### src/hdl/pidt_pkg.sv
// pidt_pkg: types and constants for the trapezoidal pid controller core
// shared by the core and its port checker; no dependencies

package pidt_pkg;

   localparam int SAMPLE_W = 16;
   localparam int GAIN_W   = 16;
   localparam int ERR_W    = 17;
   localparam int DIFF_W   = 18;
   localparam int DERIV_W  = 35;
   localparam int INC_W    = 34;
   localparam int INTEG_W  = 40;
   localparam int MULA_W   = 17;
   localparam int MULB_W   = 25;
   localparam int PROD_W   = MULA_W + MULB_W;
   localparam int ACC_W    = 72;
   localparam int DRIVE_W  = 32;
   localparam int FRAC_W   = 16;
   localparam int CSR_AW   = 5;
   localparam int CSR_DW   = 32;

   localparam logic signed [SAMPLE_W-1:0] UPPER_RESET = 16'sh7FFF;
   localparam logic signed [SAMPLE_W-1:0] LOWER_RESET = 16'sh8000;
   localparam logic [SAMPLE_W-1:0]        STEP_RESET  = 16'hFFFF;
   localparam logic [SAMPLE_W-1:0]        RATE_RESET  = 16'h0001;

   typedef enum logic [2:0] {
      REG_KP          = 3'd0,
      REG_KI          = 3'd1,
      REG_KD          = 3'd2,
      REG_STEP_TIME   = 3'd3,
      REG_SAMPLE_RATE = 3'd4,
      REG_UPPER       = 3'd5,
      REG_LOWER       = 3'd6,
      REG_LIMITS_EN   = 3'd7
   } reg_index_type;

   typedef enum logic [10:0] {
      ST_IDLE = 11'b000_0000_0001,
      ST_ERR  = 11'b000_0000_0010,
      ST_MD   = 11'b000_0000_0100,
      ST_MI   = 11'b000_0000_1000,
      ST_INTG = 11'b000_0001_0000,
      ST_K1   = 11'b000_0010_0000,
      ST_K2   = 11'b000_0100_0000,
      ST_K3   = 11'b000_1000_0000,
      ST_K4   = 11'b001_0000_0000,
      ST_K5   = 11'b010_0000_0000,
      ST_DONE = 11'b100_0000_0000
   } state_type;

   typedef enum logic [1:0] {
      SH_NONE = 2'd0,
      SH_0    = 2'd1,
      SH_16   = 2'd2,
      SH_32   = 2'd3
   } shift_type;

endpackage

### src/hdl/pid_controller_trapezoidal_core.sv
// pid_controller_trapezoidal_core: fixed point pid controller, trapezoidal integral
// one shared 17x25 signed multiplier under a one-hot sequencer; uses pidt_pkg
//
//  channel   dir   handshake                   payload
//  req_      in    tvalid/tready               tdata: target, measurement
//  rsp_      out   tvalid/tready               tdata: drive; tuser: integral_clamped
//  csr_      in    psel/penable/pwrite/pready  8 registers at byte address 4*i
//
// an item steps from accept through err, md, mi, intg, k1-k5 and done: the multiplier issues
// seven products (derivative, trapezoid, kp, kd in two halves, ki in two halves)
// and the accumulator adds each of the five gain products once it sits in the product register.
// reset (synchronous, active high) clears the state and result word and sets the registers to their reset values.
// a result that is not taken holds the sequencer in its last step; req_tready is
// high only while the sequencer is idle.

module pid_controller_trapezoidal_core
   import pidt_pkg::*;
(
   input  logic                clock,
   input  logic                reset,
   input  logic                req_tvalid,
   output logic                req_tready,
   input  logic [31:0]         req_tdata,   // [15:0] target, [31:16] measurement
   output logic                rsp_tvalid,
   input  logic                rsp_tready,
   output logic [31:0]         rsp_tdata,   // [31:0] drive
   output logic                rsp_tuser,   // [0] integral_clamped
   input  logic                csr_psel,
   input  logic                csr_penable,
   input  logic                csr_pwrite,
   input  logic [CSR_AW-1:0]   csr_paddr,
   input  logic [CSR_DW-1:0]   csr_pwdata,
   output logic [CSR_DW-1:0]   csr_prdata,
   output logic                csr_pready
);

   // configuration
   logic signed [GAIN_W-1:0]   kp_ff, ki_ff, kd_ff;
   logic [SAMPLE_W-1:0]        step_ff, rate_ff;
   logic signed [SAMPLE_W-1:0] upper_ff, lower_ff;
   logic                       lim_ff;
   logic                       csr_wr;
   reg_index_type              csr_idx;

   // datapath
   state_type                  state_ff, state_in;
   logic signed [SAMPLE_W-1:0] target_ff, target_in, meas_ff, meas_in;
   logic signed [ERR_W-1:0]    err_ff, err_in, prev_ff, prev_in;
   logic signed [DIFF_W-1:0]   dif_ff, dif_in, tsum_ff, tsum_in;
   logic signed [DERIV_W-1:0]  deriv_ff, deriv_in;
   logic signed [INTEG_W-1:0]  integ_ff, integ_in;
   logic                       flag_ff, flag_in;
   logic signed [PROD_W-1:0]   prod_ff, prod_in;
   shift_type                  sh_ff, sh_in;
   logic signed [ACC_W-1:0]    acc_ff, acc_in;
   logic                       rsp_valid_ff, rsp_valid_in;
   logic [DRIVE_W-1:0]         rsp_drive_ff, rsp_drive_in;
   logic                       rsp_flag_ff, rsp_flag_in;

   logic signed [MULA_W-1:0]   mul_a;
   logic signed [MULB_W-1:0]   mul_b;
   logic signed [SAMPLE_W-1:0] sp;
   logic signed [ERR_W-1:0]    err_c;
   logic signed [INC_W-1:0]    inc;
   logic signed [INTEG_W:0]    sum_wide;
   logic signed [INTEG_W-1:0]  sum_sat, upper_q, lower_q;
   logic signed [ACC_W-1:0]    prod_ext, acc_add;
   logic [DRIVE_W-1:0]         drive_sat;
   logic                       req_acc, load_rsp, sat_hit;

   assign csr_pready = 1'b1;
   assign csr_wr     = csr_psel & csr_penable & csr_pwrite & csr_pready;
   assign csr_idx    = reg_index_type'(csr_paddr[CSR_AW-1:2]);

   always_comb begin
      unique case (csr_idx)
         REG_KP:          csr_prdata = {{(CSR_DW-GAIN_W){kp_ff[GAIN_W-1]}}, kp_ff};
         REG_KI:          csr_prdata = {{(CSR_DW-GAIN_W){ki_ff[GAIN_W-1]}}, ki_ff};
         REG_KD:          csr_prdata = {{(CSR_DW-GAIN_W){kd_ff[GAIN_W-1]}}, kd_ff};
         REG_STEP_TIME:   csr_prdata = {{(CSR_DW-SAMPLE_W){1'b0}}, step_ff};
         REG_SAMPLE_RATE: csr_prdata = {{(CSR_DW-SAMPLE_W){1'b0}}, rate_ff};
         REG_UPPER:       csr_prdata = {{(CSR_DW-SAMPLE_W){upper_ff[SAMPLE_W-1]}}, upper_ff};
         REG_LOWER:       csr_prdata = {{(CSR_DW-SAMPLE_W){lower_ff[SAMPLE_W-1]}}, lower_ff};
         REG_LIMITS_EN:   csr_prdata = {{(CSR_DW-1){1'b0}}, lim_ff};
         default:         csr_prdata = '0;
      endcase
   end

   always_ff @(posedge clock) begin
      if (reset) begin
         kp_ff    <= '0;
         ki_ff    <= '0;
         kd_ff    <= '0;
         step_ff  <= STEP_RESET;
         rate_ff  <= RATE_RESET;
         upper_ff <= UPPER_RESET;
         lower_ff <= LOWER_RESET;
         lim_ff   <= 1'b0;
      end else if (csr_wr) begin
         unique case (csr_idx)
            REG_KP:          kp_ff    <= csr_pwdata[GAIN_W-1:0];
            REG_KI:          ki_ff    <= csr_pwdata[GAIN_W-1:0];
            REG_KD:          kd_ff    <= csr_pwdata[GAIN_W-1:0];
            REG_STEP_TIME:   step_ff  <= csr_pwdata[SAMPLE_W-1:0];
            REG_SAMPLE_RATE: rate_ff  <= csr_pwdata[SAMPLE_W-1:0];
            REG_UPPER:       upper_ff <= csr_pwdata[SAMPLE_W-1:0];
            REG_LOWER:       lower_ff <= csr_pwdata[SAMPLE_W-1:0];
            REG_LIMITS_EN:   lim_ff   <= csr_pwdata[0];
            default:         lim_ff   <= lim_ff;
         endcase
      end
   end

   assign req_tready = (state_ff == ST_IDLE);
   assign req_acc    = req_tvalid & req_tready;
   assign rsp_tvalid = rsp_valid_ff;
   assign rsp_tdata  = rsp_drive_ff;
   assign rsp_tuser  = rsp_flag_ff;

   // setpoint clamp and error
   always_comb begin
      priority if (lim_ff && (target_ff < lower_ff)) sp = lower_ff;
      else if (lim_ff && (target_ff > upper_ff))     sp = upper_ff;
      else                                           sp = target_ff;
      err_c = ERR_W'(sp) - ERR_W'(meas_ff);
   end

   // integral update: floor half of the trapezoid, 40 bit saturation, limit clamp
   assign inc      = prod_ff[DERIV_W-1:1];
   assign sum_wide = (INTEG_W+1)'(integ_ff) + (INTEG_W+1)'(inc);
   assign upper_q  = {{(INTEG_W-SAMPLE_W-FRAC_W){upper_ff[SAMPLE_W-1]}}, upper_ff, {FRAC_W{1'b0}}};
   assign lower_q  = {{(INTEG_W-SAMPLE_W-FRAC_W){lower_ff[SAMPLE_W-1]}}, lower_ff, {FRAC_W{1'b0}}};
   assign sat_hit  = sum_wide[INTEG_W] != sum_wide[INTEG_W-1];

   always_comb begin
      if (!sat_hit)                sum_sat = sum_wide[INTEG_W-1:0];
      else if (sum_wide[INTEG_W])  sum_sat = {1'b1, {(INTEG_W-1){1'b0}}};
      else                         sum_sat = {1'b0, {(INTEG_W-1){1'b1}}};
   end

   // shared multiplier and shifted accumulate
   assign prod_in  = mul_a * mul_b;
   assign prod_ext = ACC_W'(prod_ff);

   always_comb begin
      unique case (sh_ff)
         SH_NONE: acc_add = '0;
         SH_0:    acc_add = prod_ext;
         SH_16:   acc_add = prod_ext <<< 16;
         SH_32:   acc_add = prod_ext <<< 32;
         default: acc_add = '0;
      endcase
   end

   // drive saturation to 32 bits after dropping the 8 extra fraction bits
   always_comb begin
      if ((&acc_ff[ACC_W-1:DRIVE_W+7]) || !(|acc_ff[ACC_W-1:DRIVE_W+7]))
         drive_sat = acc_ff[DRIVE_W+7:8];
      else if (acc_ff[ACC_W-1])
         drive_sat = {1'b1, {(DRIVE_W-1){1'b0}}};
      else
         drive_sat = {1'b0, {(DRIVE_W-1){1'b1}}};
   end

   assign load_rsp = (state_ff == ST_DONE) && (!rsp_valid_ff || rsp_tready);

   always_comb begin
      state_in     = state_ff;
      target_in    = target_ff;
      meas_in      = meas_ff;
      err_in       = err_ff;
      dif_in       = dif_ff;
      tsum_in      = tsum_ff;
      prev_in      = prev_ff;
      deriv_in     = deriv_ff;
      integ_in     = integ_ff;
      flag_in      = flag_ff;
      sh_in        = SH_NONE;
      acc_in       = acc_ff + acc_add;
      mul_a        = '0;
      mul_b        = '0;
      rsp_drive_in = rsp_drive_ff;
      rsp_flag_in  = rsp_flag_ff;
      rsp_valid_in = rsp_valid_ff & ~rsp_tready;

      unique case (state_ff)
         ST_IDLE: begin
            if (req_acc) begin
               target_in = req_tdata[15:0];
               meas_in   = req_tdata[31:16];
               state_in  = ST_ERR;
            end
         end
         ST_ERR: begin
            err_in   = err_c;
            dif_in   = DIFF_W'(err_c) - DIFF_W'(prev_ff);
            tsum_in  = DIFF_W'(err_c) + DIFF_W'(prev_ff);
            state_in = ST_MD;
         end
         ST_MD: begin
            mul_a    = {1'b0, rate_ff};
            mul_b    = MULB_W'(dif_ff);
            acc_in   = '0;
            state_in = ST_MI;
         end
         ST_MI: begin
            deriv_in = prod_ff[DERIV_W-1:0];
            mul_a    = {1'b0, step_ff};
            mul_b    = MULB_W'(tsum_ff);
            state_in = ST_INTG;
         end
         ST_INTG: begin
            flag_in = sat_hit;
            priority if (lim_ff && (sum_sat > upper_q)) begin
               integ_in = upper_q;
               flag_in  = 1'b1;
            end else if (lim_ff && (sum_sat < lower_q)) begin
               integ_in = lower_q;
               flag_in  = 1'b1;
            end else begin
               integ_in = sum_sat;
            end
            prev_in  = err_ff;
            mul_a    = MULA_W'(kp_ff);
            mul_b    = MULB_W'(err_ff);
            sh_in    = SH_16;
            state_in = ST_K1;
         end
         ST_K1: begin
            mul_a    = MULA_W'(kd_ff);
            mul_b    = MULB_W'(signed'(deriv_ff[DERIV_W-1:16]));
            sh_in    = SH_32;
            state_in = ST_K2;
         end
         ST_K2: begin
            mul_a    = MULA_W'(kd_ff);
            mul_b    = MULB_W'({1'b0, deriv_ff[15:0]});
            sh_in    = SH_16;
            state_in = ST_K3;
         end
         ST_K3: begin
            mul_a    = MULA_W'(ki_ff);
            mul_b    = MULB_W'(signed'(integ_ff[INTEG_W-1:16]));
            sh_in    = SH_16;
            state_in = ST_K4;
         end
         ST_K4: begin
            mul_a    = MULA_W'(ki_ff);
            mul_b    = MULB_W'({1'b0, integ_ff[15:0]});
            sh_in    = SH_0;
            state_in = ST_K5;
         end
         ST_K5: begin
            state_in = ST_DONE;
         end
         ST_DONE: begin
            if (load_rsp) begin
               rsp_drive_in = drive_sat;
               rsp_flag_in  = flag_ff;
               rsp_valid_in = 1'b1;
               state_in     = ST_IDLE;
            end
         end
         default: state_in = ST_IDLE;
      endcase
   end

   always_ff @(posedge clock) begin
      if (reset) begin
         state_ff     <= ST_IDLE;
         prev_ff      <= '0;
         integ_ff     <= '0;
         sh_ff        <= SH_NONE;
         rsp_valid_ff <= 1'b0;
         rsp_drive_ff <= '0;
         rsp_flag_ff  <= 1'b0;
      end else begin
         state_ff     <= state_in;
         prev_ff      <= prev_in;
         integ_ff     <= integ_in;
         sh_ff        <= sh_in;
         rsp_valid_ff <= rsp_valid_in;
         rsp_drive_ff <= rsp_drive_in;
         rsp_flag_ff  <= rsp_flag_in;
      end
   end

   always_ff @(posedge clock) begin
      target_ff <= target_in;
      meas_ff   <= meas_in;
      err_ff    <= err_in;
      dif_ff    <= dif_in;
      tsum_ff   <= tsum_in;
      deriv_ff  <= deriv_in;
      flag_ff   <= flag_in;
      prod_ff   <= prod_in;
      acc_ff    <= acc_in;
   end

endmodule

### config.mk
export PLATFORM = sky130hd
export DESIGN_NAME = pid_controller_trapezoidal_core
export DESIGN_NICKNAME = d
export VERILOG_FILES = /design/src/hdl/pidt_pkg.sv /design/src/hdl/pid_controller_trapezoidal_core.sv
export SDC_FILE = /design/constraint.sdc
export NUM_CORES = 2
export LEC_CHECK = 0
export ABC_AREA = 1
export BUFFER_PORTS_ARGS = -buffer_cell sky130_fd_sc_hd__clkbuf_2
export CAP_MARGIN = 0
export CORE_UTILIZATION = 51
export CTS_CLUSTER_DIAMETER = 80
export DETAILED_ROUTE_END_ITERATION = 10
export PLACE_DENSITY = 0.74
export SLEW_MARGIN = 20
export SYNTH_ARGS = -nofsm -noshare
export SYNTH_HDL_FRONTEND = slang
export SYNTH_SLANG_ARGS = --single-unit
### constraint.sdc
create_clock -name clock -period 10.3 [get_ports clock]
set_clock_uncertainty 0.1 [all_clocks]
set_input_delay 1.03 -clock clock [delete_from_list [all_inputs] [get_ports clock]]
set_output_delay 1.03 -clock clock [all_outputs]
set_load 0.005 [all_outputs]
# Yosys cells after proc, flatten, opt, wreduce, memory -nomap -nowiden
# Index checks and enable logic that the tools add are counted.
[totals]
output_inout_bits = 68
latch_bits = 0
in_bits = 76
mem_count = 0
ff_bits = 452
mem_bits_ro = 0
elab_cells = 109
ramBits = 0
[classes]
muxes = 18
reduce_logical = 28
addsub = 5
order_cmp = 4
shift = 0
n_bitwise = 5
div_mod_pow = 0
mul = 1
eq_ne = 24
[ops]
columns = ["cell", "count"]
rows = [
  ["case mux 72 bit (4 select lines)", 1],
  ["case mux 32 bit (8 select lines)", 1],
  ["case mux 25 bit (7 select lines)", 1],
  ["two-way mux 40 bit", 4],
  ["case mux 11 bit (11 select lines)", 1],
  ["case mux 17 bit (5 select lines)", 1],
  ["adder 72 bit", 1],
  ["two-way mux 32 bit", 2],
  ["multiplier 17 x 25 -> 42 bit", 1],
  ["adder 40 x 34 -> 41 bit", 1],
  ["greater-than comparator 40 x 32 -> 1 bit", 1],
  ["less-than comparator 40 x 32 -> 1 bit", 1],
  ["AND reduction 33 bit", 1],
  ["OR reduction 33 bit", 1],
  ["two-way mux 16 bit", 2],
  ["two-way mux 11 bit", 2],
  ["AND reduction 2 bit", 11],
  ["adder 17 x 17 -> 18 bit", 1],
  ["subtractor 17 x 17 -> 18 bit", 1],
  ["subtractor 16 x 16 -> 17 bit", 1],
  ["greater-than comparator 16 bit", 1],
  ["less-than comparator 16 bit", 1],
  ["== test 3 bit (second input constant)", 4],
  ["== test 11 x 1 -> 1 bit (second input constant)", 1],
  ["28 further kinds", 42],
]

# Logic depth before layout (Yosys ltp)
[logic_depth]
ltp_word = 7
ltp_mapped = 43

# Least setup slack after synthesis
# Ideal clock, no wire load.
[synth_timing]
kind = "reg2reg"
start = "register state_ff[6]"
end = "register prod_ff[38]"
arrival_time_ns = 8.283
slack_ns = 1.791
synth_period_minus_slack_ns = 8.509
stages_incl_launch_ff = 42
path_buffers = 2
t_required_ns = 10.073
path_cell_list = "dfxtp_1 > nor2_1 > inv_1 > nor2_1 > inv_1 > nor2_1 > nand2_1 > inv_1 > clkbuf_1 > nand2_1 > o221ai_1 > nor2_1 > inv_1 > clkbuf_1 > nand2_1 > fa_1 > inv_1 > fa_1 > [6 not listed] > fa_1 > inv_1 > ha_1 > nand2_1 > nor2_1 > nand2_1 > o211ai_1 > nand3_1 > o2111ai_1 > a21oi_1 > inv_1 > a21oi_1 > o21ai_0 > nand2_1 > o211ai_1 > a31oi_1 > o21ai_0 > xor2_1"
[synth_between]
elab_chain_len = 4
[synth_lines]
columns = ["item", "line_no", "rtl"]
rows = [
  ["from (decl)", "pid_controller_trapezoidal_core.sv:46", "state_type state_ff, state_in;"],
  ["from (signal assigned)", "pid_controller_trapezoidal_core.sv:278", "state_ff <= state_in;"],
  ["== test 11 x 9 -> 1 bit, or another cell as far along", "pid_controller_trapezoidal_core.sv:186", "unique case (state_ff)"],
  ["OR reduction 2 bit (no source line)", "n/a", ""],
  ["case mux 17 bit (5 select lines)", "pid_controller_trapezoidal_core.sv:186", ""],
  ["multiplier 17 x 25 -> 42 bit (*)", "pid_controller_trapezoidal_core.sv:142", "assign prod_in = mul_a * mul_b;"],
  ["named net prod_in[38]", "pid_controller_trapezoidal_core.sv:53", "logic signed [PROD_W-1:0] prod_ff, prod_in;"],
  ["to (signal assigned)", "pid_controller_trapezoidal_core.sv:296", "prod_ff <= prod_in;"],
  ["to (decl)", "pid_controller_trapezoidal_core.sv:53", ""],
]
# Mark *: on every way through the listed nets, which the timed path passes. The rest lies on a longest branch.
# A chain may end at the register's enable or synchronous reset.

# Worst setup path in the final report
[layout_timing]
start = "register state_ff[7]"
end = "register prod_ff[38]"
# Same word-level chain as after synthesis.

==> qor.yml <==
cts:
  cts_buffer_depth: 3
  hold_buffers: 0
  cts_tree: "built"
  htree_levels: 2
  root_buffer: "clkbuf_16"
  cts_made_buffers: 48
  clkSinkCount: 451
  cts_resized: 0
  clk_pin_slew_worst_paths_ns: 0.06
  post_cts.repair.setup_buffers: 0
  insertion_delay_ns: 0.62
critical_path:
  cp-end-kind: "flip-flop"
  cp-start-kind: "flip-flop"
  crit_path_frequent_cell: "inv_1"
  cp_num_buf_inv: 12
  timing.critical_path.required_ns: 10.67
  path_delay_family: "adder cells"
  cp_max_fo: 16
  worstSetupPathType: "reg2reg"
  slowest_delay_ns: 0.86
  arrival_ns: 9.66
  cp_slowest_cell: "nor2_1"
pwr:
  power_switching_mw: 1.186
  pwr-share-seq_pct: 45.9
  peakVddDrop_uv: 137.9
  finalPower_mw: 4.228
  clkPwrFrac_pct: 41.2
  intPower_mw: 3.042
  leakage_nw: 21.99
  powerDensity_nw_per_um2: 93.35
  switching_share_pct: 28.05
  pwr-share-comb_pct: 12.9
floorplan:
  rows: 104
  die-area_um2: 83310
  io_pins: 144
  dieHeight_um: 288.6
  core_um2: 80940
  initial_core_util_pct: 51.77
  die_w_um: 288.6
cells_and_area:
  layout_common_cells: "inv_1 (976), nand2_1 (840), nor2_1 (541)"
  drive_gt1_share_pct: 6.344
  final_common_cell: "inv_1"
  nets: 6240
  fillCellCount: 7535
  syn2layout_area_growth_pct: 8.092
synthesis:
  synth_edf_count: 120
  syn_nets: 6175
  netlist_area_um2: 41900
  synth_area_per_cell_um2: 7.833
  synth_warnings: 0
  synth-main-ff-cell: "dfxtp_1"
  async_flop_share_pct: 0
  seq_area_frac_synth_pct: 24.41
  synth_seq_cells: 451
  synth_cell_types: 61
  syn_inst: 5349
grt:
  grt_first_pass_wirelength_um: 200600
  grtUsageTotal_pct: 31.18
  antenna_found_initial: 3
  gr-total-overflow: 0
  grt_pass1_vias: 36390
  grt_max_degree: 101
timing:
  worst_pin_slew_ns: 1.225
  setup-violations-final: 0
  rsz0062_at_grt: "no"
  fin_crit_sh_pct: 90.22
  holdWs_ns: 0.3640
  finalSetupTns_ns: 0
  slew_viol_final: 0
  hold_viol: 0
  fmax_mhz: 107.6
  relSlewSlack_pct: 18.31
  period_needed_ns: 9.292
detailed_routing:
  via_count: 37300
  ant_nets: 0
  wl_per_cell_um: 19.90
  vias_per_cell: 5.725
  first_pass_iters: 6
  remaining_drc_errors: 0
  drt-initial-drc-count: 3436
  routed_wl_um: 129700
job:
  maxCapViolCount: 0
placed_design:
  portBuffers: 124
  post-dp-hpwl_um: 102300
  gp_congestion: 0.9823
outcome:
  outcome: "completed"
hold_path:
  hold_class: "reg2reg"
==> per-stage QoR <==
stage | setup slack (ns) | cell area [um^2] | std cells | utilization (%)
after CTS | 1.197 | 45290 | 6514 | 55.95
after global routing | 0.5054 | 45290 | 6514 | 55.95
after floorplan | 1.791 | 41900 | 5349 | -
after detailed placement | 1.256 | 43740 | 6424 | 54.05
after global placement | 1.372 | 43740 | 6424 | 54.05
final | 1.008 | 45290 | 6515 | 55.96
==> final cells by class <==
cell class | count | area (um^2) | area share [%]
multi-input cells | 3716 | 27260 | 60.18
clock inverters | 22 | 176.4 | 0.3895
well taps | 1060 | 1326 | 2.928
inverters | 999 | 3755 | 8.291
diodes | 1 | 2.502 | 0.005525
clock buffers | 68 | 1368 | 3.020
repair buffers | 198 | 1176 | 2.597
flip-flops and latches | 451 | 10230 | 22.59
==> synth_stat cells (8+ instances only) <==
cell      count  share of area [%]
and2_1        8               0.12
fa_1        411                 20
inv_1       979                8.8
a221oi_1     22               0.46
nand2_2      10               0.15
o21bai_1     16               0.29
o21ai_1      15               0.18
a21oi_2      10               0.21
nand2_1     841                7.5
o211ai_1     49               0.88
o22ai_1      50               0.75
nor3_1       39               0.47
ha_1        339                 10
clkbuf_1    153                1.4
nand4_1      35               0.52
dfxtp_1     331                 16
xor2_1       90                1.9
a22o_1       24               0.50
nor2_1      548                4.9
clkinv_1     15               0.13
nand3_1      61               0.73
a21oi_1     533                6.4
nor4_1       26               0.39
o21a_1       20               0.36
a211oi_1      8               0.14
o221ai_1     44               0.92
edfxtp_1    120                8.6
xnor2_1      37               0.77
a31oi_1      56               0.84
o21ai_0     361                4.3
buf_4        16               0.29
==> state kept, by name (all words and copies together), names as in the netlist, 17 cells and up <==
name	flops
prod_ff	42
dif_ff	18
deriv_ff	35
acc_ff	72
integ_ff	40
prev_ff	17
tsum_ff	17
rsp_tdata	32
err_ff	17
==> path summary, 6_finish.rpt <==
path / startpoint / to / slack, ns / cells after the start
hold reg to reg: prod_ff[0] / deriv_ff[0] / 0.36 / 0
hold / removal: prod_ff[0] / deriv_ff[0] / 0.36 / 0
setup reg to reg: state_ff[7] / prod_ff[38] / 1.01 / 39
setup / recovery: state_ff[7] / prod_ff[38] / 1.01 / 39
==> power by group through the flow <==
stage	Sequential [mW]	Clock, mW	Combinational, mW
after CTS	1.94	1.76	0.539
after global placement	1.98	0	0.522
after global routing	1.94	1.83	0.603
final	1.94	1.74	0.547
after floorplan	1.96	0	0.379
after detailed placement	1.98	0	0.535
==> metal layers <==
layer | GRT usage [%] | vias to the layer above | wire (um)
li1 | - | 17450 | -
met1 | 40.29 | 17840 | 51910
met2 | 50.37 | 1678 | 58570
met3 | 6.588 | 323 | 12710
met4 | 13.66 | 4 | 6457
met5 | 0 | - | 24
==> cells by family after synthesis <==
kind of cell | synth area share, %
AO/OA/AOI/OAI | 16.91
other | 0.008950
adder cells (fa/ha/maj) | 29.76
XOR/XNOR | 2.655
buffers and inverters | 10.84
AND/OR/NAND/NOR | 15.41
flip-flops | 24.41
Note: power is estimated with default switching activity, not from simulation.
